**src/rtl/epr_pkg.sv**
```systemverilog
// shared types, constants and reset values of the priority ranker
`default_nettype none
package epr_pkg;

  localparam int unsigned DEF_TASKS       = 4;
  localparam int unsigned DEF_TICK_BITS   = 32;
  localparam int unsigned PERIOD_W        = 32;
  localparam int unsigned PRIO_W          = 5;
  localparam int unsigned NUM_PERIOD_REGS = 4;
  localparam int unsigned CFG_IDX_W       = 3;

  // register indexes of the configuration channel
  localparam logic [CFG_IDX_W-1:0] CFG_POLICY  = 3'd0;
  localparam logic [CFG_IDX_W-1:0] CFG_TOP     = 3'd1;
  localparam logic [CFG_IDX_W-1:0] CFG_PERIOD0 = 3'd2;

  // policy codes
  localparam logic POLICY_EDF = 1'b0;
  localparam logic POLICY_RMS = 1'b1;

  localparam logic              POLICY_RESET = POLICY_RMS;
  localparam logic [PRIO_W-1:0] TOP_RESET    = 5'd5;

  typedef enum logic [1:0] {
    ST_IDLE,
    ST_LOAD,
    ST_RANK,
    ST_EMIT
  } state_e;

  // control of the cell row
  typedef struct packed {
    logic load;  // latch own key, start a new ring pass
    logic step;  // shift keys one cell along, compare
  } cell_ctrl_t;

  function automatic logic [PERIOD_W-1:0] period_reset(input int unsigned idx);
    logic [PERIOD_W-1:0] val;
    case (idx)
      0:       val = 32'd200;
      1:       val = 32'd1000;
      2:       val = 32'd1000;
      3:       val = 32'd100;
      default: val = 32'd1000;
    endcase
    return val;
  endfunction

endpackage
`default_nettype wire

```
**src/rtl/epr_if.sv**
```systemverilog
// handshake interfaces: event input, priority output, configuration write
`default_nettype none
interface epr_in_if;
  logic        valid;
  logic        ready;
  logic        kind;
  logic [1:0]  task_req;
  logic [31:0] release_req;

  modport source (output valid, kind, task_req, release_req, input ready);
  modport sink   (input valid, kind, task_req, release_req, output ready);
endinterface

interface epr_out_if;
  logic       valid;
  logic       ready;
  logic [1:0] task_slot;
  logic [4:0] priority_res;
  logic       last;

  modport source (output valid, task_slot, priority_res, last, input ready);
  modport sink   (input valid, task_slot, priority_res, last, output ready);
endinterface

interface epr_cfg_if;
  logic        valid;
  logic        ready;
  logic [2:0]  index;
  logic [31:0] data;

  modport source (output valid, index, data, input ready);
  modport sink   (input valid, index, data, output ready);
endinterface
`default_nettype wire

```
**src/rtl/epr_cell.sv**
```systemverilog
// one ring cell: holds a task's release time, key and rank counter
`default_nettype none
module epr_cell import epr_pkg::*; #(
  parameter int unsigned TASKS     = DEF_TASKS,
  parameter int unsigned TICK_BITS = DEF_TICK_BITS,
  parameter int unsigned IDX       = 0,
  localparam int unsigned IDX_W    = $clog2(TASKS),
  localparam int unsigned KEY_W    = (TICK_BITS > PERIOD_W) ? TICK_BITS : PERIOD_W
) (
  input  wire logic                 clk_i,
  input  wire logic                 rst_ni,
  input  wire cell_ctrl_t           ctrl_i,
  input  wire logic                 wr_en_i,
  input  wire logic [TICK_BITS-1:0] wr_rel_i,
  input  wire logic                 policy_i,
  input  wire logic [PERIOD_W-1:0]  period_i,
  input  wire logic [KEY_W-1:0]     pass_key_i,
  input  wire logic [IDX_W-1:0]     pass_idx_i,
  output logic      [KEY_W-1:0]     pass_key_o,
  output logic      [IDX_W-1:0]     pass_idx_o,
  output logic      [IDX_W-1:0]     rank_o
);

  localparam logic [IDX_W-1:0] MY_IDX = IDX_W'(IDX);

  logic [TICK_BITS-1:0] release_q;
  logic [KEY_W-1:0]     own_key_q, pass_key_q;
  logic [IDX_W-1:0]     pass_idx_q, rank_q;
  logic [TICK_BITS-1:0] deadline;
  logic [KEY_W-1:0]     key_d;
  logic                 beats;

  // deadline wraps at the tick width
  assign deadline = release_q + TICK_BITS'(period_i);
  assign key_d    = (policy_i == POLICY_EDF) ? KEY_W'(deadline) : KEY_W'(period_i);

  // incoming task ranks ahead of this one
  assign beats = (pass_key_i < own_key_q) ||
                 ((pass_key_i == own_key_q) && (pass_idx_i < MY_IDX));

  always_ff @(posedge clk_i or negedge rst_ni) begin
    if (!rst_ni) begin
      release_q <= '0;
      rank_q    <= '0;
    end else begin
      if (wr_en_i) begin
        release_q <= wr_rel_i;
      end
      if (ctrl_i.load) begin
        rank_q <= '0;
      end else if (ctrl_i.step && beats) begin
        rank_q <= rank_q + 1'b1;
      end
    end
  end

  always_ff @(posedge clk_i) begin
    if (ctrl_i.load) begin
      own_key_q  <= key_d;
      pass_key_q <= key_d;
      pass_idx_q <= MY_IDX;
    end else if (ctrl_i.step) begin
      pass_key_q <= pass_key_i;
      pass_idx_q <= pass_idx_i;
    end
  end

  assign pass_key_o = pass_key_q;
  assign pass_idx_o = pass_idx_q;
  assign rank_o     = rank_q;

endmodule
`default_nettype wire

```
**src/rtl/edf_rms_priority_ranker_top.sv**
```systemverilog
// top level of the edf / rms priority ranker
// Ranks TASKS periodic tasks and emits one priority per task. An item of kind 0
// only records the release time of task_req and gives no result. An item of
// kind 1 records the release time and then re-ranks: first it forms every task's
// key (deadline = release + period wrapping at TICK_BITS under edf, the period
// alone under rms), then the keys travel once around the ring of cells, each
// cell counting the keys that beat its own (smaller key, or equal key from a
// lower task index), then TASKS result items leave in task order, one per cycle
// while the sink is ready, priority = top_priority - rank saturating at zero,
// last set on the final task. A new item is taken only once the last result
// has gone. The user must write configuration through its own channel only
// while the block is idle; the block itself does not enforce it.
`default_nettype none
module edf_rms_priority_ranker_top import epr_pkg::*; #(
  parameter int unsigned TASKS     = DEF_TASKS,
  parameter int unsigned TICK_BITS = DEF_TICK_BITS
) (
  input wire logic   clk_i,
  input wire logic   rst_ni,
  epr_in_if.sink     in_ch_i,
  epr_out_if.source  out_ch_o,
  epr_cfg_if.sink    cfg_ch_i
);

  localparam int unsigned IDX_W = $clog2(TASKS);
  localparam int unsigned KEY_W = (TICK_BITS > PERIOD_W) ? TICK_BITS : PERIOD_W;
  localparam logic [IDX_W-1:0] LAST_IDX = IDX_W'(TASKS - 1);
  localparam logic [IDX_W-1:0] LAST_STEP = IDX_W'(TASKS - 2);

  // configuration registers
  logic                policy_q;
  logic [PRIO_W-1:0]   top_q;
  logic [PERIOD_W-1:0] period_q [TASKS];
  logic                cfg_fire;

  assign cfg_ch_i.ready = 1'b1;
  assign cfg_fire       = cfg_ch_i.valid && cfg_ch_i.ready;

  always_ff @(posedge clk_i or negedge rst_ni) begin
    if (!rst_ni) begin
      policy_q <= POLICY_RESET;
      top_q    <= TOP_RESET;
    end else if (cfg_fire) begin
      unique case (cfg_ch_i.index)
        CFG_POLICY: policy_q <= cfg_ch_i.data[0];
        CFG_TOP:    top_q    <= cfg_ch_i.data[PRIO_W-1:0];
        default:    ;
      endcase
    end
  end

  // one period register per task; tasks past the register list keep their reset
  for (genvar i = 0; i < TASKS; i++) begin : g_period
    always_ff @(posedge clk_i or negedge rst_ni) begin
      if (!rst_ni) begin
        period_q[i] <= period_reset(i);
      end else if (cfg_fire && (i < NUM_PERIOD_REGS) &&
                   (cfg_ch_i.index == CFG_IDX_W'(CFG_PERIOD0 + i))) begin
        period_q[i] <= cfg_ch_i.data;
      end
    end
  end

  // sequencer
  state_e           state_q, state_d;
  logic [IDX_W-1:0] step_q, step_d;
  logic [IDX_W-1:0] slot_q, slot_d;
  logic             in_fire, out_fire;
  cell_ctrl_t       ctrl;

  assign in_ch_i.ready = (state_q == ST_IDLE);
  assign in_fire       = in_ch_i.valid && in_ch_i.ready;
  assign out_fire      = out_ch_o.valid && out_ch_o.ready;

  always_ff @(posedge clk_i or negedge rst_ni) begin
    if (!rst_ni) begin
      state_q <= ST_IDLE;
      step_q  <= '0;
      slot_q  <= '0;
    end else begin
      state_q <= state_d;
      step_q  <= step_d;
      slot_q  <= slot_d;
    end
  end

  always_comb begin
    state_d   = state_q;
    step_d    = step_q;
    slot_d    = slot_q;
    ctrl.load = 1'b0;
    ctrl.step = 1'b0;
    unique case (state_q)
      ST_IDLE: begin
        // release time is stored at the accept edge itself
        if (in_fire && in_ch_i.kind) begin
          state_d = ST_LOAD;
        end
      end
      ST_LOAD: begin
        ctrl.load = 1'b1;
        step_d    = '0;
        state_d   = ST_RANK;
      end
      ST_RANK: begin
        ctrl.step = 1'b1;
        step_d    = step_q + 1'b1;
        if (step_q == LAST_STEP) begin
          slot_d  = '0;
          state_d = ST_EMIT;
        end
      end
      ST_EMIT: begin
        if (out_fire) begin
          slot_d = slot_q + 1'b1;
          if (slot_q == LAST_IDX) begin
            state_d = ST_IDLE;
          end
        end
      end
      default: state_d = ST_IDLE;
    endcase
  end

  // ring of cells, keys move from cell i-1 to cell i
  logic [KEY_W-1:0] pass_key [TASKS];
  logic [IDX_W-1:0] pass_idx [TASKS];
  logic [IDX_W-1:0] rank     [TASKS];
  logic [TICK_BITS-1:0] wr_rel;

  assign wr_rel = TICK_BITS'(in_ch_i.release_req);

  for (genvar i = 0; i < TASKS; i++) begin : g_cell
    localparam int unsigned PREV = (i + TASKS - 1) % TASKS;
    logic wr_en;

    // task indexes the request field cannot reach are never written
    assign wr_en = in_fire && (32'(in_ch_i.task_req) == 32'(i));

    epr_cell #(
      .TASKS     (TASKS),
      .TICK_BITS (TICK_BITS),
      .IDX       (i)
    ) u_cell (
      .clk_i      (clk_i),
      .rst_ni     (rst_ni),
      .ctrl_i     (ctrl),
      .wr_en_i    (wr_en),
      .wr_rel_i   (wr_rel),
      .policy_i   (policy_q),
      .period_i   (period_q[i]),
      .pass_key_i (pass_key[PREV]),
      .pass_idx_i (pass_idx[PREV]),
      .pass_key_o (pass_key[i]),
      .pass_idx_o (pass_idx[i]),
      .rank_o     (rank[i])
    );
  end

  // result item for the task under slot_q
  logic [PRIO_W-1:0] slot_rank;

  assign slot_rank = PRIO_W'(rank[slot_q]);

  assign out_ch_o.valid        = (state_q == ST_EMIT);
  assign out_ch_o.task_slot    = 2'(slot_q);
  assign out_ch_o.priority_res = (top_q >= slot_rank) ? (top_q - slot_rank) : '0;
  assign out_ch_o.last         = (slot_q == LAST_IDX);

endmodule
`default_nettype wire

```
**src/flat_wrapper.sv**
```systemverilog
// flat-port wrapper written by rule: the top's interface ports become plain ports
module edf_rms_priority_ranker_top_flat import epr_pkg::*;
#(
  parameter int unsigned TASKS     = DEF_TASKS,
  parameter int unsigned TICK_BITS = DEF_TICK_BITS
)
  (clk_i, rst_ni, in_ch_i_valid, in_ch_i_kind, in_ch_i_task_req, in_ch_i_release_req, in_ch_i_ready, out_ch_o_valid, out_ch_o_task_slot, out_ch_o_priority_res, out_ch_o_last, out_ch_o_ready, cfg_ch_i_valid, cfg_ch_i_index, cfg_ch_i_data, cfg_ch_i_ready);
  epr_in_if in_ch_i_i ();
  epr_out_if out_ch_o_i ();
  epr_cfg_if cfg_ch_i_i ();
  input wire logic clk_i;
  input wire logic rst_ni;
  input wire logic [$bits(in_ch_i_i.valid)-1:0] in_ch_i_valid;
  input wire logic [$bits(in_ch_i_i.kind)-1:0] in_ch_i_kind;
  input wire logic [$bits(in_ch_i_i.task_req)-1:0] in_ch_i_task_req;
  input wire logic [$bits(in_ch_i_i.release_req)-1:0] in_ch_i_release_req;
  output wire logic [$bits(in_ch_i_i.ready)-1:0] in_ch_i_ready;
  output wire logic [$bits(out_ch_o_i.valid)-1:0] out_ch_o_valid;
  output wire logic [$bits(out_ch_o_i.task_slot)-1:0] out_ch_o_task_slot;
  output wire logic [$bits(out_ch_o_i.priority_res)-1:0] out_ch_o_priority_res;
  output wire logic [$bits(out_ch_o_i.last)-1:0] out_ch_o_last;
  input wire logic [$bits(out_ch_o_i.ready)-1:0] out_ch_o_ready;
  input wire logic [$bits(cfg_ch_i_i.valid)-1:0] cfg_ch_i_valid;
  input wire logic [$bits(cfg_ch_i_i.index)-1:0] cfg_ch_i_index;
  input wire logic [$bits(cfg_ch_i_i.data)-1:0] cfg_ch_i_data;
  output wire logic [$bits(cfg_ch_i_i.ready)-1:0] cfg_ch_i_ready;
  assign in_ch_i_i.valid = in_ch_i_valid;
  assign in_ch_i_i.kind = in_ch_i_kind;
  assign in_ch_i_i.task_req = in_ch_i_task_req;
  assign in_ch_i_i.release_req = in_ch_i_release_req;
  assign in_ch_i_ready = in_ch_i_i.ready;
  assign out_ch_o_valid = out_ch_o_i.valid;
  assign out_ch_o_task_slot = out_ch_o_i.task_slot;
  assign out_ch_o_priority_res = out_ch_o_i.priority_res;
  assign out_ch_o_last = out_ch_o_i.last;
  assign out_ch_o_i.ready = out_ch_o_ready;
  assign cfg_ch_i_i.valid = cfg_ch_i_valid;
  assign cfg_ch_i_i.index = cfg_ch_i_index;
  assign cfg_ch_i_i.data = cfg_ch_i_data;
  assign cfg_ch_i_ready = cfg_ch_i_i.ready;
  edf_rms_priority_ranker_top #(.TASKS(TASKS), .TICK_BITS(TICK_BITS)) u_core (.clk_i(clk_i), .rst_ni(rst_ni), .in_ch_i(in_ch_i_i), .out_ch_o(out_ch_o_i), .cfg_ch_i(cfg_ch_i_i));
endmodule
```
**config.mk**
```make
export PLATFORM = sky130hd
export DESIGN_NAME = edf_rms_priority_ranker_top_flat
export DESIGN_NICKNAME = d
export VERILOG_FILES = /design/src/rtl/epr_pkg.sv /design/src/rtl/epr_if.sv /design/src/rtl/epr_cell.sv /design/src/rtl/edf_rms_priority_ranker_top.sv /design/src/flat_wrapper.sv
export SDC_FILE = /design/constraint.sdc
export NUM_CORES = 1
export LEC_CHECK = 0
export BUFFER_PORTS_ARGS = -buffer_cell sky130_fd_sc_hd__buf_2
export CORE_MARGIN = 10
export CORE_UTILIZATION = 40
export DETAILED_ROUTE_END_ITERATION = 16
export PLACE_DENSITY = 0.59
export SLEW_MARGIN = 15
export SYNTH_ARGS = -nofsm -noshare
export SYNTH_HDL_FRONTEND = slang
export SYNTH_SLANG_ARGS = --single-unit
```
**constraint.sdc**
```tcl
create_clock -name clk_i -period 8.26 [get_ports clk_i]
set_clock_uncertainty 0.05 [all_clocks]
set_input_delay 0.826 -clock clk_i [delete_from_list [all_inputs] [get_ports clk_i]]
set_output_delay 0.826 -clock clk_i [all_outputs]
set_load 0.1 [all_outputs]
```
# [Word-level counts from Yosys, hierarchy flattened]
# Index checks and enable logic that the tools add are counted.
[word_totals] regBits=540 latch_bits=0 ram_bits=0 mem_bits_ro=0 in_bits=75 output_inout_bits=11 wordCells=144 memories=0
[classes] n_addsub=11 mul=0 n_div=0 order_cmp=10 n_eq_ne=21 n_shift=0 mux=35 bitwise_logic=1 n_reduce_logical=37
[ops] cell="32-bit 2-to-1 mux" n=12
[ops] cell="32-bit adder" n=4
[ops] cell="32-bit equality test" n=4
[ops] cell="32-bit < comparator" n=4
[ops] cell="2-bit 2-to-1 mux" n=16
[ops] cell="1-bit logical AND" n=19
[ops] cell="2-bit nonzero test" n=7
[ops] cell="2-bit by 1-bit adder with 2-bit output (second input constant)" n=6
[ops] cell="2-bit equality test (second input constant)" n=6
[ops] cell="2-bit one-hot mux with 2 select lines" n=2
[ops] cell="2-bit one-hot mux with 4 select lines" n=1
[ops] cell="3-bit by 2-bit equality test with 1-bit output (second input constant)" n=2
[ops] cell="3-bit equality test (second input constant)" n=2
[ops] cell="2-bit != test (second input constant)" n=3
[ops] cell="5-bit by 2-bit greater-or-equal comparator with 1-bit output" n=1
[ops] cell="5-bit 2-to-1 mux" n=1
[ops] cell="5-bit by 2-bit subtractor with 5-bit output" n=1
[ops] cell="2-bit binary-select mux with 2-bit select" n=1
[ops] cell="2-bit by 1-bit equality test with 1-bit output (second input constant)" n=2
[ops] cell="2-bit logical NOT" n=2
[ops] cell="1-bit logical OR" n=4
[ops] cell="2-bit by 1-bit < comparator with 1-bit output (second input constant)" n=2
[ops] cell="2-bit < comparator (second input constant)" n=2
[ops] cell="2-bit AND reduction" n=2
[ops] cell="8 further kinds" n=9

# [Depth between registers and ports, before layout]
# Gate-level depths: netlist (run 1).
[logic_depth] ltp_word=6 depth_mapped=14 depth_no_buf=14

# [Cells and area by module]
# From an unflattened synthesis (run 1), not the netlist that was laid out.
[hier_totals] cells_unflattened=2769 area_unflattened_um2=31671.6
[by_module_without_submodules] module="epr_cell at u_core.g_cell[3].u_cell" instances=1 cells_each=591 area_each_um2=6603.8 seq_area_each_um2=2812.7
[by_module_without_submodules] module="epr_cell at u_core.g_cell[1].u_cell" instances=1 cells_each=595 area_each_um2=6488.7 seq_area_each_um2=2812.7
[by_module_without_submodules] module="epr_cell at u_core.g_cell[2].u_cell" instances=1 cells_each=607 area_each_um2=6456.2 seq_area_each_um2=2812.7
[by_module_without_submodules] module="epr_cell at u_core.g_cell[0].u_cell" instances=1 cells_each=619 area_each_um2=6447.4 seq_area_each_um2=2812.7
[by_module_without_submodules] module="edf_rms_priority_ranker_top" instances=1 cells_each=357 area_each_um2=5675.4 seq_area_each_um2=3529.6

# [Least setup slack after synthesis (run 1)]
# OpenSTA, ideal clock, no wires.
[synth_path] kind="flip-flop to flip-flop" startpoint="reg u_core.state_q[1]" endpoint="reg u_core.g_cell[0].u_cell.pass_key_q[10], data pin" setup_time_ps=260 arrival_ps=4786 required_ps=7950 setup_slack_ps=3165 stages_incl_launch_ff=7 path_buffers=3 synth_period_minus_slack_ps=5095 cell_sequence="dfrtp_1 > inv_1 > ha_1 > clkbuf_1 > clkbuf_1 > clkbuf_1 > mux2_2"
[synth_between] elab_chain_len=3
[synth_rtl] item="start, declared" line_no="edf_rms_priority_ranker_top.sv:65" rtl="state_e state_q, state_d;"
[synth_rtl] item="start signal, assigned" line_no="edf_rms_priority_ranker_top.sv:81" rtl="state_q <= state_d;"
[synth_rtl] item="2-bit by 1-bit equality test with 1-bit output" line_no="edf_rms_priority_ranker_top.sv:93" rtl="unique case (state_q)"
[synth_rtl] item="1-bit 2-to-1 mux" line_no="edf_rms_priority_ranker_top.sv:93"
[synth_rtl] item="32-bit 2-to-1 mux" line_no="epr_cell.sv:58" rtl="if (ctrl_i.load) begin"
[synth_rtl] item="end signal, assigned" line_no="epr_cell.sv:60" rtl="pass_key_q <= key_d;"
[synth_rtl] item="end signal, assigned" line_no="epr_cell.sv:63" rtl="pass_key_q <= pass_key_i;"
[synth_rtl] item="end, declared" line_no="epr_cell.sv:27" rtl="logic [KEY_W-1:0] own_key_q, pass_key_q;"
# No other way between the ends.
# A chain may end at the register's enable or synchronous reset.

# [Worst setup path in the final report (run 1)]
[layout_path] startpoint="reg u_core.period_q[32] (netlist bit)" endpoint="reg u_core.g_cell[2].u_cell.pass_key_q[28], data pin"
[layout_between] elab_chain_len=3
[layout_rtl] item="start, declared" line_no="edf_rms_priority_ranker_top.sv:33" rtl="logic [PERIOD_W-1:0] period_q [TASKS];"
[layout_rtl] item="start signal, assigned by index" line_no="edf_rms_priority_ranker_top.sv:56" rtl="period_q[i] <= period_reset(i);"
[layout_rtl] item="start signal, assigned by index" line_no="edf_rms_priority_ranker_top.sv:59" rtl="period_q[i] <= cfg_ch_i.data;"
[layout_rtl] item="32-bit adder" line_no="epr_cell.sv:34" rtl="assign deadline = release_q + TICK_BITS'(period_i);"
[layout_rtl] item="32-bit 2-to-1 mux" line_no="epr_cell.sv:35" rtl="assign key_d = (policy_i == POLICY_EDF) ? KEY_W'(deadline) : KEY_W'(period_i);"
[layout_rtl] item="named net u_core.g_cell[2].u_cell.key_d[28]" line_no="epr_cell.sv:30" rtl="logic [KEY_W-1:0] key_d;"
[layout_rtl] item="32-bit 2-to-1 mux" line_no="epr_cell.sv:58"
[layout_rtl] item="end signal, assigned" line_no="epr_cell.sv:60"
[layout_rtl] item="end signal, assigned" line_no="epr_cell.sv:63"
[layout_rtl] item="end, declared" line_no="epr_cell.sv:27"
# The timed path passes the listed nets, and every way through them passes these cells.

==> key figures, run 1 <==
Placement
  • Final RePlAce weighted congestion: between 0.8 and 0.9
  • Placed insts: 3,621
  • Port bufs: 84
  • Placed Area: 32,000 µm²
  • DP HPWL: just over 60 mm

Synth
  • Yosys reg bits: between 500 and 600
  • Count of cell types in the netlist: 89
  • Seq/Total Area, Yosys: between 40% and 50%
  • Most numerous cell in the Yosys netlist: mux2_2
  • Number of flops mapped to enable cells by yosys: between 200 and 300
  • Mux contribution to synthesized area: between 10 and 15%
  • Commonest cells in the netlist: mux2_2, ha_1, edfxtp_1
  • Ys async rst share: slightly above 50%
  • Area leader, netlist: edfxtp_1
  • Synth warn: 0
  • Syn Area/Cell: roughly 12 µm²
  • Top_reg_cell synth: edfxtp_1
  • Synth Area in XOR/XNOR: under 10%
  • Mapped cell area: 30,400 µm²
  • Top cells by area, synth: edfxtp_1, dfrtp_1, mux2_2
  • Cells after Synth: 2,616
  • Synth Area in Adders: about 11%
  • Largest family of logic cells by synthesized area: multiplexers
  • Simple-Gate Fraction of Synth Area: 7.23%
  • Synth top area share: between 20% and 30%
  • Compound-Gate Fraction of Synth Area: between 10% and 20%
  • Net Count, Synth: 2,955

Timing
  • Fin crit period: approximately 4400 ps
  • Post-route setup TNS: 0 ps
  • Slew margin rel.: around a third
  • Slew @ Worst Pin: between 1000 and 1500 ps
  • Max Freq: about 230 MHz
  • RSZ-0062 raised after global routing: false
  • Slew Viols, Final: 0
  • Fin. Hold Viols: 0
  • Final setup viols: 0
  • Final worst-path cycle share: 53.3%

Die
  • FP Rows: 101
  • Die Span Y: between 200 and 300 µm
  • Initial Utilization: between 40 and 50%
  • Die width: 296 µm
  • IO Pins: 86
  • Die area: between 80,000 and 90,000 µm²
  • Core area: 75,700 µm²

Global routing
  • Initial antenna violation count: 1
  • Number of global-route vias before repair: 20,800
  • Largest net degree at the start of global routing: 153
  • First-pass GRT wire length: between 100 and 150 mm
  • GRT overflow: 0
  • Global Route Usage Sum: 19.1%

Detailed routing
  • Vias per cell: 5.59
  • Via count: roughly 21,000
  • Total Wirelength: between 80 and 90 mm
  • DRC: 0
  • DRT Pass-1 Iters: 6
  • DRT iter0 DRCs: 1,674
  • WL per Instance: around 23 µm
  • Antenna-violating nets left: 0

Cells and area
  • Fill cells: roughly 6,900
  • Non-Filler Instances: about 3,700
  • Synth-to-Final Area Change: 11.7%
  • Post-route cell area: ~34,000 µm²
  • Nets: ~3,000
  • Layout cells sized above 1: about 23%

Worst setup path
  • Worst-case reg-to-reg path depth: 14
  • Reg-to-Reg End: u_core.g_cell[2].u_cell.pass_key_o[28]
  • CP required: ~8600 ps
  • CP Launch Type: register
  • CP Class: register to register
  • Critical-path maximum fanout: 4
  • CP Cell Sequence: ha_1 > fa_1 > a211oi_1 > o21ai_1 > a31oi_2 > o21ai_2 > a211oi_2 > o21ai_1 > a21oi_2 > o31ai_2 > a31oi_1 > or3_1 > nand3_1 > mux2_2
  • Slowest cell on crit path: a211oi_1
  • CP endpoint kind: register
  • Worst path max stage delay: 570 ps
  • Most frequent CP cell: o21ai_1
  • Crit path DAT: 4710 ps
  • Worst R2R Start: u_core.period_q[32]
  • R2r setup slk: roughly 3900 ps

Clocking
  • Htree depth: 2
  • CTS root buf: clkbuf_16
  • Hold-fix buffers, CTS: 0
  • TritonCTS clock tree: done
  • CTS resizes: 0
  • Clock Tree Buf Depth: 3
  • Clk_lat worst skew: between 600 and 700 ps
  • CTS sink count: between 500 and 600
  • Num CTS Buffers: 61
  • Clk slew on worst S/H paths: roughly 60 ps
  • Setup repair bufs after CTS: 0

Run
  • Max-cap violations: 0

Min path
  • Worst min path class: input pin to asynchronous set/reset pin

Pwr
  • Maximum VDD drop: approximately 0.00022 V
  • Sw Pwr: around 6.6 mW
  • Clock power frac: 16.9%
  • Internal power: 9.47 mW
  • Cell Pwr Density: between 400 and 500 nW/µm²
  • Combinational power share: 49.5%
  • Switching share of power: roughly two fifths
  • Part of the power in registers: 33.6%
  • Power consumption: about 16 mW
  • Leak pwr: 14.7 nW

Status
  • Status: finished, final reports clean
## layout by cell type, fill, tap and decap left out, drive strengths merged, types with 36 or more instances in the layout
| master | netlist | final |
|---|---|---|
| a21o | 100 | 100 |
| a21oi | 130 | 130 |
| buf | 18 | 104 |
| clkbuf | 59 | 88 |
| dfrtp | 255 | 255 |
| edfxtp | 256 | 256 |
| ha | 259 | 259 |
| inv | 164 | 166 |
| mux2 | 376 | 376 |
| nand2 | 215 | 215 |
| nand3 | 36 | 36 |
| nor2 | 104 | 104 |
| o21ai | 179 | 179 |
| xnor2 | 73 | 73 |
| xor2 | 45 | 45 |
## critical path: cells and delay by family (launching register included)
family | cells | cell delay [ps]
compound gates | 9 | 2450
fa+ha+maj | 2 | 700
mux | 1 | 270
flops | 1 | 390
simple gates | 2 | 280
## kinds of logic (layout without fill, tap and decap cells)
| logic type | after synthesis | in the layout |
|---|---|---|
| flip-flops | 540 | 540 |
| multiplexers | 387 | 387 |
| XOR/XNOR | 118 | 118 |
| buffers and inverters | 243 | 383 |
| other | 1 | 2 |
| AND/OR/NAND/NOR | 482 | 482 |
| AO/OA/AOI/OAI | 581 | 581 |
| adder cells (fa/ha/maj) | 264 | 264 |
## worst max path at each step
| stage | to | slack, ps | startpoint | cells after the start |
|---|---|---|---|---|
| 6_report | u_core.g_cell[2].u_cell.pass_key_o[28] | 3850 | u_core.period_q[32] | 14 |
| 3_5_place_dp | u_core.g_cell[3].u_cell.pass_key_o[28] | 3900 | u_core.period_q[0] | 14 |
| 2_1_floorplan | u_core.g_cell[0].u_cell.pass_key_o[10] | 3160 | u_core.state_q[1] | 6 |
| 5_1_grt | u_core.g_cell[3].u_cell.pass_key_o[28] | 3740 | u_core.period_q[0] | 14 |
| 3_3_place_gp | u_core.g_cell[3].u_cell.pass_key_o[28] | 3950 | u_core.period_q[0] | 14 |
| 4_1_cts | u_core.g_cell[3].u_cell.pass_key_o[26] | 3860 | u_core.period_q[0] | 14 |
## through the flow
step | worst slack [ps] | hold WS, ps | utilization [%]
global route | 3740 | 279 | 44.9
detailed placement | 3900 | 433 | 42.3
CTS | 3860 | 251 | 44.9
finish | 3850 | 215 | 44.9
global placement | 3950 | 403 | 42.3
floorplan | 3160 | 391 | -
## cell type report
type / instances / area [µm²] / share of cell area, %
multi-input cells: 1833 / 14800 / 43.5
well taps: 978 / 1220 / 3.60
repair buffers: 104 / 606 / 1.78
diodes: 1 / 2.50 / 0.00736
clock buffers: 88 / 1760 / 5.18
inverters: 166 / 623 / 1.83
flip-flops and latches: 540 / 14800 / 43.5
clock inverters: 25 / 223 / 0.655
## state kept, by name, summed over array words and instances (netlist names)
name and flops:
u_core.g_cell.u_cell.pass_key_o 128, u_core.state_q 2, u_core.top_q 5, u_core.g_cell.u_cell.own_key_q 128, u_core.g_cell.u_cell.pass_idx_o 8, u_core.policy_q 1
u_core.g_cell.u_cell.release_q 128, u_core.period_q 128, u_core.out_ch_o.task_slot 2, u_core.step_q 2, u_core.g_cell.u_cell.rank_o 8
## power by group through the flow
stage	logic, mW	registers, mW	clock network (mW)
after floorplan	5.82	5.17	0
after global placement	7.70	5.40	0
after detailed placement	7.87	5.44	0
after CTS	7.94	5.40	2.77
after global routing	8.81	5.52	2.88
final	7.95	5.40	2.71
## routing by layer
metal	GRT usage (%)	vias up	wire length (µm)	share of wire, %
met5	0	-	8	0.0095
li1	-	9799	-	-
met3	2.30	111	3750	4.5
met2	31.0	501	39200	47
met4	4.94	2	2040	2.4
met1	26.6	10500	39200	47
(Power assumes the default switching activity.)
==> run 2: changes to the inputs <==
- clock period: 8.26 -> 4.3 ns (I/O delays scaled with it)
==> key figures, run 2 (synthesis results as in run 1) <==
Worst setup path
  • CP Cell Sequence: ha_1 > nand3_1 > nor2_1 > o311ai_0 > a21oi_1 > nand3_1 > a32oi_2 > o21ai_1 > o211ai_1 > o21ai_0 > xor2_1 > or3_1 > a31oi_1
  • Crit path DAT: roughly 4600 ps
  • CP top delay family: compound AO/OA/AOI/OAI gates
  • Most frequent CP cell: nand3_1
  • CP endpoint kind: register
  • Slowest cell on crit path: a21oi_1
  • CP Launch Type: register
  • Critical-path maximum fanout: 5
  • CP Class: register to register
  • Reg-to-Reg End: u_core.g_cell[1].u_cell.pass_key_o[31]
  • R2r setup slk: roughly 80 ps
  • Worst path max stage delay: around 600 ps
  • Worst-case reg-to-reg path depth: 13
  • Worst R2R Start: u_core.period_q[74]
  • CP Buf/Inv Count: 0
  • CP required: between 4000 and 5000 ps

Clocking
  • Clk_lat worst skew: about 620 ps
  • Num CTS Buffers: 58
  • Htree depth: 2
  • TritonCTS clock tree: done
  • CTS sink count: 540
  • CTS root buf: clkbuf_16
  • Clk slew on worst S/H paths: about 60 ps
  • Setup repair bufs after CTS: 0
  • Clock Tree Buf Depth: 3

Global routing
  • First-pass GRT wire length: ~130 mm
  • Initial antenna violation count: 3
  • Largest net degree at the start of global routing: 188
  • GRT overflow: 0
  • Global Route Usage Sum: roughly a fifth
  • Number of global-route vias before repair: roughly 21,000

Cells and area
  • Commonest cells after routing, fill and taps aside: mux2_2, ha_1, edfxtp_1
  • Nets: a little over 3,000
  • Layout cells sized above 1: 23.7%
  • Non-Filler Instances: 3,757
  • Final Util: between 40% and 50%
  • Synth-to-Final Area Change: 12.5%
  • N_diodes: 0
  • Most common cell after layout, fill and taps aside: mux2_2
  • Post-route cell area: between 30,000 and 40,000 µm²

Die
  • FP Rows: approximately 100
  • Die Span Y: between 200 and 300 µm
  • Die width: around 300 µm
  • Core area: 75,700 µm²
  • Die area: ~88,000 µm²
  • IO Pins: between 80 and 90
  • Initial Utilization: between 40 and 50%

Timing
  • Hold slack: between 30 and 40 ps
  • Fin crit period: ~4200 ps
  • RSZ-0062 raised after global routing: false
  • Post-route setup TNS: 0 ps
  • Final setup viols: 0
  • Final worst-path cycle share: 98.1%
  • Slew margin rel.: 27.5%
  • Max Freq: approximately 240 MHz
  • Worst Slack Setup Final: around 80 ps
  • Slew Viols, Final: 0
  • Slew @ Worst Pin: between 1000 and 1500 ps
  • Fin. Hold Viols: 0

Pwr
  • Power consumption: around 31 mW
  • Switching share of power: between 40% and 50%
  • Combinational power share: approximately half
  • Maximum VDD drop: just over 0.0006 V
  • Leak pwr: between 10 and 15 nW
  • Cell Pwr Density: 904 nW/µm²
  • Sw Pwr: 12.6 mW
  • Internal power: 18.3 mW
  • Part of the power in registers: between 30 and 40%
  • Clock power frac: 16.3%

Detailed routing
  • DRC: 0
  • DRT Pass-1 Iters: 6
  • WL per Instance: ~22 µm
  • Via count: roughly 21,000
  • Vias per cell: roughly 5.6
  • DRT iter0 DRCs: between 1,000 and 1,500
  • Total Wirelength: between 80 and 90 mm
  • Antenna-violating nets left: 0

Run
  • Max-cap violations: 0

Placement
  • DP HPWL: ~61 mm
  • DP Worst Slack: between 150 and 200 ps
  • Port bufs: 84
  • Final RePlAce weighted congestion: roughly 0.9
  • Placed Area: around 32,000 µm²
  • Placed insts: ~3,600

Min path
  • Hold path startpoint: in_ch_i_release_req[24]
  • WHS Endpoint: u_core.g_cell[1].u_cell.release_q[24]
  • Worst min path class: input pin to register
  • Hold Path Depth: 2

Status
  • Status: finished, final reports clean
run 2: power groups by stage:
stage / registers, mW / clock network, mW / logic (mW)
after detailed placement: 10.4 / 0 / 15.4
after global routing: 10.6 / 5.39 / 17.2
after global placement: 10.3 / 0 / 15.0
after floorplan: 9.80 / 0 / 11.1
after CTS: 10.3 / 5.18 / 15.5
final: 10.3 / 5.05 / 15.6
run 2: what timing repair did:
item	4_1_cts	5_1_grt
hold endpoints to repair	67	0
resized for setup	0	3
setup endpoints to repair	0	4
hold buffers	2	0
run 2: worst max-delay path by stage:
stage	from	to	cells past startpoint
6_report	u_core.period_q[74]	u_core.g_cell[1].u_cell.pass_key_o[31]	13
5_1_grt	u_core.period_q[73]	u_core.g_cell[1].u_cell.pass_key_o[31]	13
3_5_place_dp	u_core.period_q[96]	u_core.g_cell[0].u_cell.pass_key_o[30]	15
2_1_floorplan	u_core.out_ch_o.task_slot[0]	out_ch_o_priority_res[4]	7
4_1_cts	u_core.period_q[96]	u_core.g_cell[0].u_cell.pass_key_o[30]	15
3_3_place_gp	u_core.period_q[96]	u_core.g_cell[0].u_cell.pass_key_o[30]	15
run 2: worst register-to-register path, cell delays in order (launching register included):
cell      delay, ps
dfrtp_1         400
ha_1            380
nand3_1         200
nor2_1          210
o311ai_0        230
a21oi_1         610
nand3_1         290
a32oi_2         360
o21ai_1         220
o211ai_1        200
o21ai_0         190
xor2_1          190
or3_1           360
a31oi_1         170
run 2: layout make-up:
type                            count  area, µm²
Clock buffer                       91       1780
Clock inverter                     19        155
Fill cell                        6879      41500
Inverter                          166        623
Multi-Input combinational cell   1833      14800
Sequential cell                   540      14800
Tap cell                          978       1220
Timing Repair Buffer              130        868
run 2: per-layer routing:
metal	global-route usage (%)	vias up	wire [µm]
li1	-	9842	-
met2	31.2	472	39500
met5	0	-	12
met3	2.62	128	3570
met1	25.5	10500	38000
met4	5.91	2	2540
